## config.mk

```make
export PLATFORM = sky130hd
export DESIGN_NAME = heater_panel_alarm_controller_flat
export DESIGN_NICKNAME = d
export VERILOG_FILES = /design/src/design/hpac_pkg.sv /design/src/design/hpac_if.sv /design/src/design/hpac_cfg_regs.sv /design/src/design/hpac_engine.sv /design/src/design/heater_panel_alarm_controller.sv /design/src/flat_wrapper.sv
export SDC_FILE = /design/constraint.sdc
export NUM_CORES = 1
export LEC_CHECK = 0
export BUFFER_PORTS_ARGS = -buffer_cell sky130_fd_sc_hd__buf_2
export CAP_MARGIN = 20
export CORE_MARGIN = 1
export CORE_UTILIZATION = 60
export CTS_CLUSTER_SIZE = 12
export DETAILED_ROUTE_END_ITERATION = 7
export PLACE_DENSITY = 0.8
export SLEW_MARGIN = 20
export SYNTH_ARGS = -nofsm -noshare
export SYNTH_HDL_FRONTEND = slang
export SYNTH_SLANG_ARGS = --single-unit
```

## constraint.sdc

```tcl
create_clock -name i_clk -period 4.9 [get_ports i_clk]
set_input_delay 0.245 -clock i_clk [delete_from_list [all_inputs] [get_ports i_clk]]
set_output_delay 0.245 -clock i_clk [all_outputs]
set_load 0.005 [all_outputs]
```

## src/design/hpac_pkg.sv

```systemverilog
// hpac_pkg: shared types and constants of the heater panel alarm controller
// event codes, timer commands, register indexes, reset values and payload structs
// no dependencies
`default_nettype none

package hpac_pkg;

    // alarm list geometry
    localparam int AlarmSlotsDefault = 4;
    localparam int ListShown         = 4;
    localparam int CountOutMax       = 7;

    // reset values of registers and state
    localparam logic [10:0] SetpointMaxRst    = 11'd1100;
    localparam logic [7:0]  SetpointStepRst   = 8'd5;
    localparam logic [7:0]  SetpointMarginRst = 8'd10;
    localparam logic [7:0]  AlarmMinMaxRst    = 8'd90;
    localparam logic [11:0] SetpointRst       = 12'd370;

    // event kinds
    localparam logic [2:0] EV_RUN_STOP = 3'd0;
    localparam logic [2:0] EV_ALARM    = 3'd1;
    localparam logic [2:0] EV_ADD      = 3'd2;
    localparam logic [2:0] EV_SUB      = 3'd3;
    localparam logic [2:0] EV_SAMPLE   = 3'd4;
    localparam logic [2:0] EV_TICK     = 3'd5;

    // button status codes
    localparam logic [1:0] BTN_NONE = 2'd0;
    localparam logic [1:0] BTN_TAP  = 2'd1;
    localparam logic [1:0] BTN_HELD = 2'd2;

    // configuration register indexes
    localparam logic [1:0] REG_SETPOINT_MAX    = 2'd0;
    localparam logic [1:0] REG_SETPOINT_STEP   = 2'd1;
    localparam logic [1:0] REG_SETPOINT_MARGIN = 2'd2;
    localparam logic [1:0] REG_ALARM_MIN_MAX   = 2'd3;

    typedef enum logic [1:0] {
        TCMD_NONE    = 2'd0,
        TCMD_ENABLE  = 2'd1,
        TCMD_RESTART = 2'd2,
        TCMD_DISABLE = 2'd3
    } t_timer_cmd;

    typedef struct packed {
        logic [10:0] setpoint_max;
        logic [7:0]  setpoint_step;
        logic [7:0]  setpoint_margin;
        logic [7:0]  alarm_minutes_max;
    } t_cfg;

    typedef struct packed {
        logic [2:0]  event_kind;
        logic [1:0]  button_status;
        logic [15:0] temp_sample;
    } t_event;

    typedef struct packed {
        logic        running;
        logic        led_on;
        logic        buzzer_blinking;
        t_timer_cmd  timer_command;
        logic [11:0] setpoint;
        logic [15:0] measured_temp;
        logic [2:0]  alarm_count;
        logic [31:0] alarm_list;
        logic        display_update;
    } t_result;

endpackage

`default_nettype wire

```

## src/design/hpac_if.sv

```systemverilog
// hpac_if: request channels of the heater panel alarm controller
// event input, result output and register write channels
`default_nettype none

interface hpac_event_if;
    logic        valid;
    logic        ready;
    logic [2:0]  event_kind;
    logic [1:0]  button_status;
    logic [15:0] temp_sample;

    modport source (output valid, output event_kind, output button_status,
                    output temp_sample, input ready);
    modport sink   (input valid, input event_kind, input button_status,
                    input temp_sample, output ready);
endinterface

interface hpac_result_if;
    logic        valid;
    logic        ready;
    logic        running;
    logic        led_on;
    logic        buzzer_blinking;
    logic [1:0]  timer_command;
    logic [11:0] setpoint;
    logic [15:0] measured_temp;
    logic [2:0]  alarm_count;
    logic [31:0] alarm_list;
    logic        display_update;

    modport source (output valid, output running, output led_on, output buzzer_blinking,
                    output timer_command, output setpoint, output measured_temp,
                    output alarm_count, output alarm_list, output display_update,
                    input ready);
    modport sink   (input valid, input running, input led_on, input buzzer_blinking,
                    input timer_command, input setpoint, input measured_temp,
                    input alarm_count, input alarm_list, input display_update,
                    output ready);
endinterface

interface hpac_cfg_if;
    logic        valid;
    logic        ready;
    logic [1:0]  index;
    logic [10:0] data;

    modport source (output valid, output index, output data, input ready);
    modport sink   (input valid, input index, input data, output ready);
endinterface

`default_nettype wire

```

## src/design/hpac_cfg_regs.sv

```systemverilog
// hpac_cfg_regs: configuration registers of the heater panel alarm controller
// takes write requests from the register channel; uses hpac_pkg, hpac_if
`default_nettype none

module hpac_cfg_regs (
    input  wire logic         i_clk,
    input  wire logic         i_rst_n,
    hpac_cfg_if.sink          i_cfg,
    output hpac_pkg::t_cfg    o_cfg
);

    hpac_pkg::t_cfg r_cfg;
    hpac_pkg::t_cfg n_cfg;

    assign i_cfg.ready = 1'b1;

    always_comb begin
        n_cfg = r_cfg;
        if (i_cfg.valid) begin
            case (i_cfg.index)
                hpac_pkg::REG_SETPOINT_MAX:    n_cfg.setpoint_max      = i_cfg.data;
                hpac_pkg::REG_SETPOINT_STEP:   n_cfg.setpoint_step     = i_cfg.data[7:0];
                hpac_pkg::REG_SETPOINT_MARGIN: n_cfg.setpoint_margin   = i_cfg.data[7:0];
                hpac_pkg::REG_ALARM_MIN_MAX:   n_cfg.alarm_minutes_max = i_cfg.data[7:0];
                default:                       n_cfg = r_cfg;
            endcase
        end
    end

    always_ff @(posedge i_clk) begin
        if (!i_rst_n) begin
            r_cfg.setpoint_max      <= hpac_pkg::SetpointMaxRst;
            r_cfg.setpoint_step     <= hpac_pkg::SetpointStepRst;
            r_cfg.setpoint_margin   <= hpac_pkg::SetpointMarginRst;
            r_cfg.alarm_minutes_max <= hpac_pkg::AlarmMinMaxRst;
        end else begin
            r_cfg <= n_cfg;
        end
    end

    assign o_cfg = r_cfg;

endmodule

`default_nettype wire

```

## src/design/hpac_engine.sv

```systemverilog
// hpac_engine: panel state and the single-pass update for one event
// holds mode, setpoint, measured value and the countdown list; uses hpac_pkg
`default_nettype none

module hpac_engine #(
    parameter int ALARM_SLOTS = hpac_pkg::AlarmSlotsDefault
) (
    input  wire logic              i_clk,
    input  wire logic              i_rst_n,
    input  wire logic              i_fire,
    input  wire hpac_pkg::t_event  i_event,
    input  wire hpac_pkg::t_cfg    i_cfg,
    output hpac_pkg::t_result      o_result
);

    localparam int CW = $clog2(ALARM_SLOTS + 1);

    logic              r_run;
    logic              r_held;
    logic [11:0]       r_setpoint;
    logic [15:0]       r_measured;
    logic [7:0]        r_list [ALARM_SLOTS];
    logic [CW-1:0]     r_count;
    logic              r_led;
    logic              r_buzzer;

    logic              n_run;
    logic              n_held;
    logic [11:0]       n_setpoint;
    logic [15:0]       n_measured;
    logic [7:0]        n_list [ALARM_SLOTS];
    logic [CW-1:0]     n_count;
    logic              n_led;
    logic              n_buzzer;

    hpac_pkg::t_timer_cmd tcmd;
    logic              disp;

    logic [ALARM_SLOTS-1:0] is_last;
    logic [ALARM_SLOTS-1:0] is_ext;
    logic [ALARM_SLOTS-1:0] is_app;
    logic              last_one;
    logic              ext_ok;
    logic              head_one;
    logic              btn_any;
    logic              btn_press;
    logic              btn_held;
    logic              count_nz;
    logic              count_full;
    logic [12:0]       sp_sum;
    logic [16:0]       sp_floor;
    logic [31:0]       list_pk;
    logic [CW+2:0]     cnt_ext;
    logic              tail_clear;

    // per-entry position flags against the fill count
    always_comb begin
        last_one   = 1'b0;
        ext_ok     = 1'b0;
        tail_clear = 1'b1;
        for (int i = 0; i < ALARM_SLOTS; i++) begin
            is_last[i] = (r_count == CW'(i + 1));
            is_app[i]  = (r_count == CW'(i));
            // extension goes to entry one whenever two or more are present
            is_ext[i]  = (r_count == CW'(1)) ? (i == 0) : (i == 1);
            last_one   = last_one | (is_last[i] & (r_list[i] == 8'd1));
            ext_ok     = ext_ok | (is_ext[i] & (r_list[i] < i_cfg.alarm_minutes_max));
            if (r_count <= CW'(i)) begin
                tail_clear = tail_clear & (r_list[i] == 8'd0);
            end
        end
    end

    assign head_one   = (r_list[0] == 8'd1);
    assign btn_any    = (i_event.button_status != hpac_pkg::BTN_NONE);
    assign btn_press  = (i_event.button_status == hpac_pkg::BTN_TAP);
    assign btn_held   = (i_event.button_status == hpac_pkg::BTN_HELD);
    assign count_nz   = (r_count != '0);
    assign count_full = (r_count == CW'(ALARM_SLOTS));
    assign sp_sum     = {1'b0, r_setpoint} + {5'd0, btn_any ? i_cfg.setpoint_step : 8'd0};
    assign sp_floor   = {1'b0, r_measured} + {9'd0, i_cfg.setpoint_margin};

    always_comb begin
        n_run      = r_run;
        n_held     = r_held;
        n_setpoint = r_setpoint;
        n_measured = r_measured;
        n_list     = r_list;
        n_count    = r_count;
        n_led      = r_led;
        n_buzzer   = r_buzzer;
        tcmd       = hpac_pkg::TCMD_NONE;
        disp       = 1'b0;

        if (i_event.event_kind == hpac_pkg::EV_SAMPLE) begin
            n_measured = i_event.temp_sample;
            disp       = 1'b1;
        end else if (!r_run) begin
            case (i_event.event_kind)
                hpac_pkg::EV_RUN_STOP: begin
                    if (btn_any) begin
                        n_run = 1'b1;
                        n_led = 1'b1;
                        if (count_nz) begin
                            tcmd = hpac_pkg::TCMD_ENABLE;
                        end
                    end
                end
                hpac_pkg::EV_ADD: begin
                    if (btn_any && ({1'b0, r_setpoint} < {2'b00, i_cfg.setpoint_max})) begin
                        n_setpoint = sp_sum[11:0];
                        disp       = 1'b1;
                    end
                end
                hpac_pkg::EV_SUB: begin
                    if (btn_any && ({5'd0, r_setpoint} > sp_floor)) begin
                        n_setpoint = (r_setpoint > {4'd0, i_cfg.setpoint_step}) ?
                                     r_setpoint - {4'd0, i_cfg.setpoint_step} : 12'd0;
                        disp       = 1'b1;
                    end
                end
                default: begin
                end
            endcase
        end else begin
            case (i_event.event_kind)
                hpac_pkg::EV_RUN_STOP: begin
                    if (btn_any) begin
                        n_run    = 1'b0;
                        tcmd     = hpac_pkg::TCMD_DISABLE;
                        n_buzzer = 1'b0;
                        n_led    = 1'b0;
                    end
                end
                hpac_pkg::EV_ALARM: begin
                    n_buzzer = 1'b0;
                    if (btn_held) begin
                        n_held = 1'b1;
                    end else if (!btn_any) begin
                        n_held = 1'b0;
                    end
                end
                hpac_pkg::EV_ADD: begin
                    n_buzzer = 1'b0;
                    if (r_held) begin
                        // append a one-minute entry behind the last one
                        if (btn_press && count_nz && !count_full) begin
                            for (int i = 0; i < ALARM_SLOTS; i++) begin
                                if (is_app[i]) begin
                                    n_list[i] = 8'd1;
                                end
                            end
                            n_count = r_count + CW'(1);
                            disp    = 1'b1;
                        end
                    end else if (btn_any) begin
                        if (!count_nz) begin
                            n_list[0] = 8'd1;
                            n_count   = CW'(1);
                            tcmd      = hpac_pkg::TCMD_RESTART;
                            disp      = 1'b1;
                        end else if (ext_ok) begin
                            for (int i = 0; i < ALARM_SLOTS; i++) begin
                                if (is_ext[i]) begin
                                    n_list[i] = r_list[i] + 8'd1;
                                end
                            end
                            tcmd = hpac_pkg::TCMD_RESTART;
                            disp = 1'b1;
                        end
                    end
                end
                hpac_pkg::EV_SUB: begin
                    n_buzzer = 1'b0;
                    if (r_held) begin
                        if (btn_press && count_nz) begin
                            for (int i = 0; i < ALARM_SLOTS; i++) begin
                                if (is_last[i]) begin
                                    n_list[i] = 8'd0;
                                end
                            end
                            n_count = r_count - CW'(1);
                            disp    = 1'b1;
                        end
                    end else if (btn_any && count_nz) begin
                        for (int i = 0; i < ALARM_SLOTS; i++) begin
                            if (is_last[i]) begin
                                n_list[i] = r_list[i] - 8'd1;
                            end
                        end
                        if (last_one) begin
                            n_count = r_count - CW'(1);
                            if (r_count == CW'(1)) begin
                                tcmd = hpac_pkg::TCMD_DISABLE;
                            end
                        end else begin
                            tcmd = hpac_pkg::TCMD_RESTART;
                        end
                        disp = 1'b1;
                    end
                end
                hpac_pkg::EV_TICK: begin
                    if (count_nz) begin
                        if (head_one) begin
                            // head expired: entries past the count are zero, so shift all
                            for (int i = 0; i < ALARM_SLOTS - 1; i++) begin
                                n_list[i] = r_list[i + 1];
                            end
                            n_list[ALARM_SLOTS-1] = 8'd0;
                            n_count  = r_count - CW'(1);
                            n_buzzer = 1'b1;
                        end else begin
                            n_list[0] = r_list[0] - 8'd1;
                        end
                        disp = 1'b1;
                    end
                end
                default: begin
                end
            endcase
        end
    end

    for (genvar g = 0; g < hpac_pkg::ListShown; g++) begin : g_pack
        if (g < ALARM_SLOTS) begin : g_used
            assign list_pk[8*g +: 8] = n_list[g];
        end else begin : g_empty
            assign list_pk[8*g +: 8] = 8'd0;
        end
    end

    assign cnt_ext = (CW+3)'(n_count);

    always_comb begin
        o_result.running         = n_run;
        o_result.led_on          = n_led;
        o_result.buzzer_blinking = n_buzzer;
        o_result.timer_command   = tcmd;
        o_result.setpoint        = n_setpoint;
        o_result.measured_temp   = n_measured;
        o_result.alarm_count     = (cnt_ext > (CW+3)'(hpac_pkg::CountOutMax)) ?
                                   3'(hpac_pkg::CountOutMax) : cnt_ext[2:0];
        o_result.alarm_list      = list_pk;
        o_result.display_update  = disp;
    end

    always_ff @(posedge i_clk) begin
        if (!i_rst_n) begin
            r_run      <= 1'b1;
            r_held     <= 1'b0;
            r_setpoint <= hpac_pkg::SetpointRst;
            r_measured <= 16'd0;
            for (int i = 0; i < ALARM_SLOTS; i++) begin
                r_list[i] <= 8'd0;
            end
            r_count    <= '0;
            r_led      <= 1'b0;
            r_buzzer   <= 1'b0;
        end else if (i_fire) begin
            r_run      <= n_run;
            r_held     <= n_held;
            r_setpoint <= n_setpoint;
            r_measured <= n_measured;
            r_list     <= n_list;
            r_count    <= n_count;
            r_led      <= n_led;
            r_buzzer   <= n_buzzer;
        end
    end

    a_count_bound: assert property (@(posedge i_clk) disable iff (!i_rst_n)
        r_count <= CW'(ALARM_SLOTS))
        else $error("countdown count above slot count");

    a_tail_zero: assert property (@(posedge i_clk) disable iff (!i_rst_n)
        tail_clear)
        else $error("entry past the count is not zero");

    a_stop_keeps_list: assert property (@(posedge i_clk) disable iff (!i_rst_n)
        (i_fire && !r_run) |=> $stable(r_count) && ($past(r_list[0]) == r_list[0]))
        else $error("countdown list changed in stop mode");

    a_expiry_buzz: assert property (@(posedge i_clk) disable iff (!i_rst_n)
        (i_fire && r_run && i_event.event_kind == hpac_pkg::EV_TICK && count_nz && head_one)
        |=> r_buzzer && (r_count == $past(r_count) - CW'(1)))
        else $error("expired head did not drop and start the buzzer");

endmodule

`default_nettype wire

```

## src/design/heater_panel_alarm_controller.sv

```systemverilog
// heater_panel_alarm_controller: top level with input register and result register
// uses hpac_pkg, hpac_if, hpac_cfg_regs, hpac_engine
//
//   port     dir  role           payload
//   i_evt    in   event request  event_kind, button_status, temp_sample
//   o_res    out  result request mode, led, buzzer, timer command, display values
//   i_cfg    in   register write index (2 bits), data (11 bits)
//
// an event is captured in the input register, then updated into the state and the
// result register by the single update stage between the two registers; one event per
// cycle throughput while the result is not stalled.
// a stalled result holds the update stage; the input register still takes one event.
// reset (synchronous, active low) restores the mode, setpoint and empty countdown list
// and the register reset values. register writes are always ready.
`default_nettype none

module heater_panel_alarm_controller #(
    parameter int ALARM_SLOTS = hpac_pkg::AlarmSlotsDefault
) (
    input  wire logic  i_clk,
    input  wire logic  i_rst_n,
    hpac_event_if.sink   i_evt,
    hpac_result_if.source o_res,
    hpac_cfg_if.sink     i_cfg
);

    hpac_pkg::t_cfg    cfg;
    hpac_pkg::t_event  r_in_item;
    logic              r_in_valid;
    hpac_pkg::t_result r_out_res;
    logic              r_out_valid;
    hpac_pkg::t_result res;
    logic              advance;
    logic              fire;

    assign advance     = !r_out_valid || o_res.ready;
    assign fire        = r_in_valid && advance;
    assign i_evt.ready = !r_in_valid || advance;

    hpac_cfg_regs u_cfg (
        .i_clk   (i_clk),
        .i_rst_n (i_rst_n),
        .i_cfg   (i_cfg),
        .o_cfg   (cfg)
    );

    hpac_engine #(
        .ALARM_SLOTS (ALARM_SLOTS)
    ) u_engine (
        .i_clk    (i_clk),
        .i_rst_n  (i_rst_n),
        .i_fire   (fire),
        .i_event  (r_in_item),
        .i_cfg    (cfg),
        .o_result (res)
    );

    always_ff @(posedge i_clk) begin
        if (!i_rst_n) begin
            r_in_valid  <= 1'b0;
            r_out_valid <= 1'b0;
        end else begin
            if (i_evt.valid && i_evt.ready) begin
                r_in_valid <= 1'b1;
            end else if (fire) begin
                r_in_valid <= 1'b0;
            end
            if (fire) begin
                r_out_valid <= 1'b1;
            end else if (o_res.ready) begin
                r_out_valid <= 1'b0;
            end
        end
    end

    always_ff @(posedge i_clk) begin
        if (i_evt.valid && i_evt.ready) begin
            r_in_item.event_kind    <= i_evt.event_kind;
            r_in_item.button_status <= i_evt.button_status;
            r_in_item.temp_sample   <= i_evt.temp_sample;
        end
        if (fire) begin
            r_out_res <= res;
        end
    end

    assign o_res.valid           = r_out_valid;
    assign o_res.running         = r_out_res.running;
    assign o_res.led_on          = r_out_res.led_on;
    assign o_res.buzzer_blinking = r_out_res.buzzer_blinking;
    assign o_res.timer_command   = r_out_res.timer_command;
    assign o_res.setpoint        = r_out_res.setpoint;
    assign o_res.measured_temp   = r_out_res.measured_temp;
    assign o_res.alarm_count     = r_out_res.alarm_count;
    assign o_res.alarm_list      = r_out_res.alarm_list;
    assign o_res.display_update  = r_out_res.display_update;

endmodule

`default_nettype wire

```

## src/flat_wrapper.sv

```systemverilog
// flat-port wrapper written by rule: the top's interface ports become plain ports
module heater_panel_alarm_controller_flat 
#(
    parameter int ALARM_SLOTS = hpac_pkg::AlarmSlotsDefault
)
  (i_clk, i_rst_n, i_evt_valid, i_evt_event_kind, i_evt_button_status, i_evt_temp_sample, i_evt_ready, o_res_valid, o_res_running, o_res_led_on, o_res_buzzer_blinking, o_res_timer_command, o_res_setpoint, o_res_measured_temp, o_res_alarm_count, o_res_alarm_list, o_res_display_update, o_res_ready, i_cfg_valid, i_cfg_index, i_cfg_data, i_cfg_ready);
  hpac_event_if i_evt_i ();
  hpac_result_if o_res_i ();
  hpac_cfg_if i_cfg_i ();
  input  wire logic i_clk;
  input  wire logic i_rst_n;
  input wire logic [$bits(i_evt_i.valid)-1:0] i_evt_valid;
  input wire logic [$bits(i_evt_i.event_kind)-1:0] i_evt_event_kind;
  input wire logic [$bits(i_evt_i.button_status)-1:0] i_evt_button_status;
  input wire logic [$bits(i_evt_i.temp_sample)-1:0] i_evt_temp_sample;
  output wire logic [$bits(i_evt_i.ready)-1:0] i_evt_ready;
  output wire logic [$bits(o_res_i.valid)-1:0] o_res_valid;
  output wire logic [$bits(o_res_i.running)-1:0] o_res_running;
  output wire logic [$bits(o_res_i.led_on)-1:0] o_res_led_on;
  output wire logic [$bits(o_res_i.buzzer_blinking)-1:0] o_res_buzzer_blinking;
  output wire logic [$bits(o_res_i.timer_command)-1:0] o_res_timer_command;
  output wire logic [$bits(o_res_i.setpoint)-1:0] o_res_setpoint;
  output wire logic [$bits(o_res_i.measured_temp)-1:0] o_res_measured_temp;
  output wire logic [$bits(o_res_i.alarm_count)-1:0] o_res_alarm_count;
  output wire logic [$bits(o_res_i.alarm_list)-1:0] o_res_alarm_list;
  output wire logic [$bits(o_res_i.display_update)-1:0] o_res_display_update;
  input wire logic [$bits(o_res_i.ready)-1:0] o_res_ready;
  input wire logic [$bits(i_cfg_i.valid)-1:0] i_cfg_valid;
  input wire logic [$bits(i_cfg_i.index)-1:0] i_cfg_index;
  input wire logic [$bits(i_cfg_i.data)-1:0] i_cfg_data;
  output wire logic [$bits(i_cfg_i.ready)-1:0] i_cfg_ready;
  assign i_evt_i.valid = i_evt_valid;
  assign i_evt_i.event_kind = i_evt_event_kind;
  assign i_evt_i.button_status = i_evt_button_status;
  assign i_evt_i.temp_sample = i_evt_temp_sample;
  assign i_evt_ready = i_evt_i.ready;
  assign o_res_valid = o_res_i.valid;
  assign o_res_running = o_res_i.running;
  assign o_res_led_on = o_res_i.led_on;
  assign o_res_buzzer_blinking = o_res_i.buzzer_blinking;
  assign o_res_timer_command = o_res_i.timer_command;
  assign o_res_setpoint = o_res_i.setpoint;
  assign o_res_measured_temp = o_res_i.measured_temp;
  assign o_res_alarm_count = o_res_i.alarm_count;
  assign o_res_alarm_list = o_res_i.alarm_list;
  assign o_res_display_update = o_res_i.display_update;
  assign o_res_i.ready = o_res_ready;
  assign i_cfg_i.valid = i_cfg_valid;
  assign i_cfg_i.index = i_cfg_index;
  assign i_cfg_i.data = i_cfg_data;
  assign i_cfg_ready = i_cfg_i.ready;
  heater_panel_alarm_controller #(.ALARM_SLOTS(ALARM_SLOTS)) u_core (.i_clk(i_clk), .i_rst_n(i_rst_n), .i_evt(i_evt_i), .o_res(o_res_i), .i_cfg(i_cfg_i));
endmodule
```

## Word-level counts from Yosys, hierarchy flattened

Cells that the tools add are included.

- Word-level logic and storage cells: 205
- Register bits after elaboration: 194
- Output and inout port bits: 72
- Bits of input ports: 39

- Order comparisons: 6
- Reductions and logical operators: 25
- Mux-type cells: 104
- $add $sub $neg: 11
- Bitwise gates (word level): 11
- Equal/unequal tests: 19

Operators with widths:

| kind | number |
|---|---|
| 32-bit two-way mux | 10 |
| 8-bit two-way mux | 17 |
| 32-bit one-hot mux with 3 select lines | 1 |
| 12-bit two-way mux | 5 |
| 24-bit two-way mux | 2 |
| 1-bit two-way mux | 40 |
| 3-bit two-way mux | 12 |
| 8-bit by 1-bit == test with 1-bit output (second input constant) | 4 |
| 8-bit by 1-bit subtractor with 8-bit output (second input constant) | 4 |
| 12-bit one-hot mux with 2 select lines | 1 |
| 2-bit two-way mux | 10 |
| 16-bit by 8-bit adder with 17-bit output | 1 |
| 12-bit by 17-bit > comparator with 1-bit output | 1 |
| 8-bit by 1-bit adder with 8-bit output (second input constant) | 2 |
| 8-bit < comparator | 2 |
| 16-bit two-way mux | 1 |
| 12-bit by 8-bit adder with 12-bit output | 1 |
| 3-bit by 2-bit == test with 1-bit output (second input constant) | 4 |
| 12-bit by 8-bit > comparator with 1-bit output | 1 |
| 12-bit by 11-bit < comparator with 1-bit output | 1 |
| 12-bit by 8-bit subtractor with 12-bit output | 1 |
| 3-bit == test (second input constant) | 3 |
| 3-bit one-hot mux with 3 select lines | 1 |
| 2-bit AND reduction | 4 |
| 22 further kinds | 47 |

## Longest topological paths before layout

Gate-level depths: netlist of run 1.

- Depth after elaboration: 12
- Depth in mapped cells: 19
- Depth with buffers taken out: 18

## By module

Synthesis of run 1 repeated with hierarchy kept, for this count alone.

- Cells, all modules: 1,407
- Area, all modules: 12,630.9 sq um

Modules (own cells, without submodules):

| module | instances | area an instance (sq um) | sequential area each (sq um) | cells each |
|---|---|---|---|---|
| hpac_engine | 1 | 8,405.6 | 1,341.3 | 1,166 |
| heater_panel_alarm_controller | 1 | 2,806.4 | 2,742.6 | 99 |
| hpac_cfg_regs | 1 | 1,418.9 | 700.7 | 142 |

## Least setup slack after synthesis of run 1

OpenSTA, ideal clock, no wires.

- Kind: register to register
- From: register u_core.u_engine.r_measured[0]
- To: register u_core.r_out_res, in the netlist u_core.o_res.setpoint[3], data pin
- Required time: 4.644 ns
- Setup time: 0.256 ns
- Path slack: 0.916 ns
- Clock period less this slack: 3.984 ns
- Stages on the path, launching flop included: 20
- Arrival: 3.728 ns
- Path buffers: 1
- Cells stage by stage: dfxtp_1 -> ha_1 -> inv_1 -> fa_1 -> nand2b_1 -> nand2b_1 -> a211o_1 -> o21a_1 -> nand3_1 -> xor2_1 -> ha_1 -> nand3_1 -> or4_1 -> nand4_1 -> a31o_1 -> a2111oi_4 -> and2_1 -> buf_2 -> a311o_1 -> a22o_1

RTL lines:

| what | RTL line | source |
|---|---|---|
| start: declaration | hpac_engine.sv:21 | `logic [15:0] r_measured;` |
| start signal: assignment | hpac_engine.sv:263 | `r_measured <= n_measured;` |
| end signal: assignment | heater_panel_alarm_controller.sv:83 | `r_out_res <= res;` |
| end: declaration | heater_panel_alarm_controller.sv:30 | `hpac_pkg::t_result r_out_res;` |

==> results.tsv, run 1 <==
stage	metric	value	unit
die	total die area	21300	µm²
critical_path	Critical Path Fanout Max	6	
die	Core ar.	20300	µm²
synth	top_reg_cell synth	dfxtp_1	
global_route	vias in the first global route	10900	
layout	P&R area growth vs syn	12.4	%
synth	sequential area share after synthesis	38.4	%
critical_path	CP Capture Type	flip-flop	
critical_path	Buf+Inv Stages, Crit Path	2	
routing	Wirelength per Cell	19.9	µm
critical_path	Startpoint Class	flip-flop	
timing	Final Hold Vio Count	0	
critical_path	Crit path largest cell delay	0.55	ns
critical_path	worst path cell trace	ha_1 > inv_1 > fa_1 > nand2b_1 > nand2b_1 > a211o_1 > o21a_1 > nand3_1 > xor2_1 > ha_1 > nand3_1 > or4_1 > nand4_1 > a31o_1 > a2111oi_4 > and2_1 > buf_4 > a311o_1 > a22o_1	
clocking	CTS Sinks	194	
synth	largest family of logic cells by synthesized area	compound AO/OA/AOI/OAI gates	
clocking	CTS tree	done	
critical_path	CP max stage cell	or4_1	
critical_path	CP top delay family	simple AND/OR/NAND/NOR gates	
place	hpwl dp	25000	µm
clocking	CTS H-tree depth	4	
layout	layout cell share with drive strength beyond 1	14.8	%
synth	xor/xnor share of the synthesized area	1.90	%
clocking	cts repair resizes	0	
routing	Routed Antenna Nets	0	
synth	complex-gate fraction of the synthesized area	24.2	%
timing	period utilisation layout	92.3	%
hold_path	Hold Crit Class	input pin to flip-flop	
critical_path	CP required	5.10	ns
timing	final setup TNS	0	ns
routing	DRT Pass-1 Iters	8	
timing	FMAX	221	MHz
layout	nets@finish	1635	
pwr	Worst VDD drop	0.243	mV
clocking	clock-pin slew on the worst setup and hold paths	0.08	ns
routing	final WL	35600	µm
layout	Fill cells	1638	
global_route	largest net degree at the start of global routing	68	
clocking	clock insertion delay at the later pin of the skew report	0.45	ns
timing	relative slew slack	29.8	%
timing	max-slew violations	0	
die	Die X	146	µm
place	RePlAce Congestion	0.958	
layout	most frequent cells in the layout	178 x nand2_1, 129 x a21oi_1, 109 x buf_2	
flow_run	maxcap violations	0	
timing	Worst-Margin Slew	1.05	ns
routing	via count	11600	
pwr	Leak	5.54	nW
synth	ys async rst share	0	%
critical_path	CP arrival	4.72	ns
clocking	Root Buffer Master	clkbuf_16	
global_route	GRT Util Overall	33.6	%
timing	final hold slack	0.0127	ns
die	Die Height	146	µm
synth	Synth Area in Adders	8.62	%
global_route	first-pass GRT wire length	57000	µm
pwr	Final Power	0.00383	W
layout	n_diodes	0	
timing	fin crit period	4.52	ns
synth	syn_nets	1546	
synth	mux share of post-synthesis cell area	3.69	%
die	# rows	52	
global_route	initial antenna violation count	0	
synth	Yosys warning count	0	
status	failing checks	design-rule violations	
synth	post-synthesis cell type count	100	
synth	Post-synth EDFFs	90	
global_route	grt ovf	0	
place	IO Port Bufs	109	
clocking	CTS max path bufs	2	
clocking	CTS Buf Count	17	
synth	Mapped Area	12400	µm²
die	I/O Pins	111	
routing	vias per cell	6.47	
layout	most common cell after layout, fill and taps aside	nand2_1	
synth	#FFs+latches synth	194	
timing	Worst Skew	0.0120	ns
routing	1st-iter DRT viols	1318	
timing	Setup violations, final	0	
synth	syn_area_per_cell	8.75	µm²
critical_path	crit path kind	flip-flop to flip-flop	
pwr	pwr dens	273	nW/µm²
routing	DRC viols	12	
die	Initial Utilization	61.3	%
status	status	finished with violations	
timing	RSZ-0062 raised after global routing	false	
synth	cells after synthesis	1423	
synth	Synth Area in Simple Gates	18.7	%
registers in the layout, summed over array words and instances (netlist names):
register and cells:
u_core.u_engine.r_count 3, u_core.u_cfg.o_cfg 35, u_core.o_res.valid 1, u_core.o_res.timer_command 2
u_core.o_res.alarm_count 3, u_core.o_res.measured_temp 16, u_core.u_engine.r_held 1, u_core.r_in_item 21
u_core.o_res.alarm_list 32, u_core.u_engine.r_run 1, u_core.o_res.buzzer_blinking 1, u_core.u_engine.r_led 1
u_core.u_engine.r_measured 16, u_core.o_res.display_update 1, u_core.u_engine.r_setpoint 12, u_core.u_engine.r_list 32
u_core.o_res.running 1, u_core.r_in_valid 1, u_core.o_res.led_on 1, u_core.o_res.setpoint 12
u_core.u_engine.r_buzzer 1
worst reg2reg max path, cell delays in order, from the launching register on:
cell	delay, ns
dfxtp_1	0.37
ha_1	0.22
inv_1	0.08
fa_1	0.44
nand2b_1	0.17
nand2b_1	0.12
a211o_1	0.17
o21a_1	0.17
nand3_1	0.11
xor2_1	0.17
ha_1	0.31
nand3_1	0.13
or4_1	0.55
nand4_1	0.10
a31o_1	0.15
a2111oi_4	0.07
and2_1	0.28
buf_4	0.18
a311o_1	0.28
a22o_1	0.20
per-stage QoR:
| step | worst slack, ns | cell area [µm²] | instances | util [%] |
|---|---|---|---|---|
| 2_1_floorplan | 0.916 | 12400 | 1423 | - |
| 5_1_grt | 0.138 | 14000 | 1795 | 69.0 |
| 3_5_place_dp | 0.513 | 13200 | 1742 | 64.9 |
| 6_report | 0.379 | 14000 | 1795 | 69.0 |
| 4_1_cts | 0.442 | 14000 | 1795 | 69.0 |
| 3_3_place_gp | 0.599 | 13200 | 1742 | 64.9 |
path summary, 6_finish.rpt:
kind | slack [ns] | from | to | depth (start not counted)
setup / recovery | 0.38 | u_core.u_engine.r_measured[0] | u_core.o_res.setpoint[3] | 19
hold / removal | 0.01 | i_evt_valid | u_core.r_in_valid | 3
setup reg to reg | 0.38 | u_core.u_engine.r_measured[0] | u_core.o_res.setpoint[3] | 19
hold reg to reg | 0.46 | u_core.u_cfg.o_cfg[24] | u_core.u_cfg.o_cfg[24] | 2
synthesized netlist by cell type (6+ instances only):
library cell  count  area share (%)
nand2_1         178             5.4
o21bai_1          7            0.42
or3_1             9            0.45
o21a_1           13            0.78
ha_1             81             8.1
nor3_1           33             1.3
o22ai_1           6            0.30
nor2b_1          17            0.85
dfxtp_1         104              17
a32oi_1           6            0.42
buf_2            14            0.56
o31a_1            6            0.42
nor4_1           10            0.50
xnor2_1          13            0.91
nor2_1          107             3.2
mux2_2           15             1.4
a22oi_1           8            0.48
edfxtp_1         90              22
a21oi_1         129             5.2
nand2b_1         19            0.95
o211ai_1         17             1.0
a211oi_1         23             1.4
mux2i_1          26             2.1
nand4_1          21             1.1
o211a_1           7            0.56
clkbuf_1         63             1.9
a31oi_1          14            0.70
and3_1           10            0.50
o221ai_1          8            0.56
a21o_1           22             1.3
xor2_1           14            0.98
a211o_1           8            0.56
and2_1            7            0.35
nand3_1          33             1.3
inv_1            58             1.7
o21ai_0         102             4.1
timing repair:
| item | 4_1_cts | 5_1_grt |
|---|---|---|
| endpoints found under the hold margin | 21 | 0 |
| buffers inserted | 0 | 0 |
| hold buffers | 21 | 0 |
cell type report:
type	count	area, µm²	area share, %
clock buffer	17	425	3.04
clock inverter	15	190	1.36
inverter	60	228	1.63
multi-input combinational	1088	7120	50.9
sequential	194	4780	34.2
tap	270	338	2.41
timing repair buffer	151	913	6.53
cell families (layout without fill, tap and decap cells):
group | Yosys count | after routing
DFF | 194 | 194
muxes | 43 | 43
xor gates and xnor gates | 27 | 27
adders and majority gates | 84 | 84
and+or+nand+nor | 483 | 483
AOI/OAI and AO/OA | 450 | 450
buffers and inverters | 141 | 243
other | 1 | 1
layer usage:
metal	vias up	GRT usage [%]	part of all wire (%)
met2	627	56.4	48
met5	-	0	0
met3	132	6.94	9.1
met4	0	14.3	3.6
li1	5438	-	-
met1	5417	42.1	39
power by group:
part | internal [W] | leakage, nW | switching, W | total [W]
Combinational | 0.000207 | 3.53 | 0.000342 | 0.000549
Sequential | 0.00176 | 1.70 | 0.0000597 | 0.00182
Clock | 0.000736 | 0.302 | 0.000718 | 0.00145
Total | 0.00271 | 5.54 | 0.00112 | 0.00383
Note: power is estimated with default switching activity, not from simulation.
==> inputs of run 2 (changes only) <==
--- a/config.mk
+++ b/config.mk
@@ -11,6 +11,7 @@
 export CORE_UTILIZATION = 60
 export CTS_CLUSTER_SIZE = 12
 export DETAILED_ROUTE_END_ITERATION = 7
+export HOLD_SLACK_MARGIN = 0.12
 export PLACE_DENSITY = 0.8
 export SLEW_MARGIN = 20
 export SYNTH_ARGS = -nofsm -noshare
==> constraint.sdc (replaced) <==
create_clock -name i_clk -period 5.39 [get_ports i_clk]
set_input_delay 0.2695 -clock i_clk [delete_from_list [all_inputs] [get_ports i_clk]]
set_output_delay 0.2695 -clock i_clk [all_outputs]
set_load 0.005 [all_outputs]
==> run 2 against run 1 <==
Net effect: the flow still finishes with violations (design-rule violations); clock skew rose by 0.0057 ns; sequential cell count did not move; hold slack improved by 0.12 ns; register-to-register slack improved by 0.60 ns; largest power group unchanged.
==> results.tsv, run 2 (synthesis results as in run 1) <==
stage	metric	value	unit
status	status	finished with violations	
status	failing checks	design-rule violations	
pwr	Worst VDD drop	0.222	mV
layout	Final Core Density	69.3	%
timing	fin crit period	4.41	ns
clocking	CTS max path bufs	2	
die	Core ar.	20300	µm²
critical_path	Critical Path Fanout Max	8	
clocking	CTS Hold Bufs	28	
die	Initial Utilization	61.3	%
clocking	CTS Buf Count	17	
layout	n_diodes	0	
die	Die Height	146	µm
timing	FMAX	227	MHz
timing	period utilisation layout	81.8	%
clocking	setup bufs post-CTS	0	
die	Die X	146	µm
global_route	met2 usage	55.3	%
timing	relative slew slack	31.7	%
layout	most frequent cells in the layout	178 x nand2_1, 129 x a21oi_1, 109 x buf_2	
layout	P&R area growth vs syn	13.0	%
clocking	cts repair resizes	0	
layout	nets@finish	1638	
global_route	GRT Util Overall	33.0	%
global_route	vias in the first global route	10800	
clocking	clock-pin slew on the worst setup and hold paths	0.08	ns
routing	Wirelength per Cell	19.7	µm
routing	vias per cell	6.48	
routing	final WL	35400	µm
die	I/O Pins	111	
timing	max-slew violations	0	
routing	via count	11700	
timing	final setup TNS	0	ns
place	placed cells	1737	
timing	Worst-Margin Slew	1.02	ns
timing	RSZ-0062 raised after global routing	false	
place	hpwl dp	24500	µm
global_route	grt ovf	0	
routing	DRC viols	1	
clocking	Root Buffer Master	clkbuf_16	
global_route	GRT met1 Usage	41.9	%
critical_path	crit path kind	flip-flop to flip-flop	
clocking	CTS tree	done	
timing	final hold slack	0.129	ns
timing	Setup violations, final	0	
critical_path	CP arrival	4.62	ns
place	RePlAce Congestion	0.950	
global_route	Most Crowded Layer GR	met2	
clocking	clock insertion delay at the later pin of the skew report	0.46	ns
critical_path	CP required	5.60	ns
flow_run	maxcap violations	0	
timing	Final Hold Vio Count	0	
layout	max FFs per register	35	
timing	Worst Skew	0.0177	ns
layout	Fill cells	1621	
global_route	largest net degree at the start of global routing	60	
critical_path	Startpoint Class	flip-flop	
routing	Routed Antenna Nets	0	
place	IO Port Bufs	109	
hold_path	Hold Crit Class	input pin to flip-flop	
critical_path	CP Capture Type	flip-flop	
clocking	CTS H-tree depth	4	
clocking	CTS Sinks	194	
global_route	first-pass GRT wire length	55900	µm
layout	most common cell after layout, fill and taps aside	nand2_1	
routing	1st-iter DRT viols	1294	
layout	Finished Layout Cells	1798	
routing	DRT Pass-1 Iters	8	
layout	post-route cell area	14100	µm²
global_route	initial antenna violation count	0	
global_route	met3 usage	5.09	%
pwr	Leak	5.55	nW
pwr	pwr dens	252	nW/µm²
layout	layout cell share with drive strength beyond 1	14.3	%
die	# rows	52	
place	placed cell area	13100	µm²
die	total die area	21300	µm²
[run 2: changes by cell type in the layout (fill, tap and decap cells not counted)]
cell / delta
clkinv_4: -1
buf_4: -5
bufinv_16: +1
dlygate4sd3_1: +8
inv_8: +1
inv_12: +1
clkinv_8: -1
clkinvlp_4: +1
clkbuf_1: +1
clkinv_2: -2
inv_6: -1
[run 2: stage by stage]
step / total power, W / setup slack [ns]
after floorplan: 0.00201 / 1.41
after global placement: 0.00215 / 1.12
after detailed placement: 0.00216 / 1.07
after CTS: 0.00353 / 1.01
after global routing: 0.00365 / 0.742
final: 0.00354 / 0.980
[run 2: area by class of cell]
| class | instances | area, µm² | area share (%) |
|---|---|---|---|
| repair buffers | 154 | 956 | 6.80 |
| flip-flops and latches | 194 | 4780 | 34.0 |
| clock inverters | 14 | 211 | 1.50 |
| clock buffers | 18 | 429 | 3.05 |
| inverters | 60 | 228 | 1.62 |
| well taps | 270 | 338 | 2.40 |
| multi-input cells | 1088 | 7120 | 50.6 |
[run 2: worst paths after layout]
check	depth (start not counted)	slack, ns	from	to
hold reg to reg	2	0.46	u_core.u_cfg.o_cfg[28]	u_core.u_cfg.o_cfg[28]
hold / removal	3	0.13	i_cfg_data[6]	u_core.u_cfg.o_cfg[30]
setup / recovery	17	0.98	u_core.u_engine.r_measured[0]	u_core.o_res.setpoint[0]
setup reg to reg	17	0.98	u_core.u_engine.r_measured[0]	u_core.o_res.setpoint[0]
[run 2: critical path, stage by stage, from the launching register on]
cell       delay [ns]
dfxtp_1          0.36
ha_1             0.21
inv_1            0.07
fa_1             0.44
nand2b_1         0.18
nand2b_1         0.13
a211o_1          0.18
o21a_1           0.16
nand3_1          0.09
xor2_1           0.17
ha_1             0.31
nand3_1          0.11
a211o_1          0.29
a31o_1           0.20
a2111oi_4        0.38
and2_1           0.41
o31ai_1          0.15
a221o_1          0.32
[run 2: where the power goes]
group          switching, W  internal [W]  total (W)
Clock              0.000664      0.000721    0.00139
Combinational      0.000310      0.000189   0.000499
Sequential        0.0000555       0.00160    0.00166
Total               0.00103       0.00251    0.00354
[run 2: routing by layer]
layer	share of wire [%]	vias to the layer above
met4	3.9	0
met3	8.2	130
met5	0	-
met1	40	5437
li1	-	5429
met2	47	658
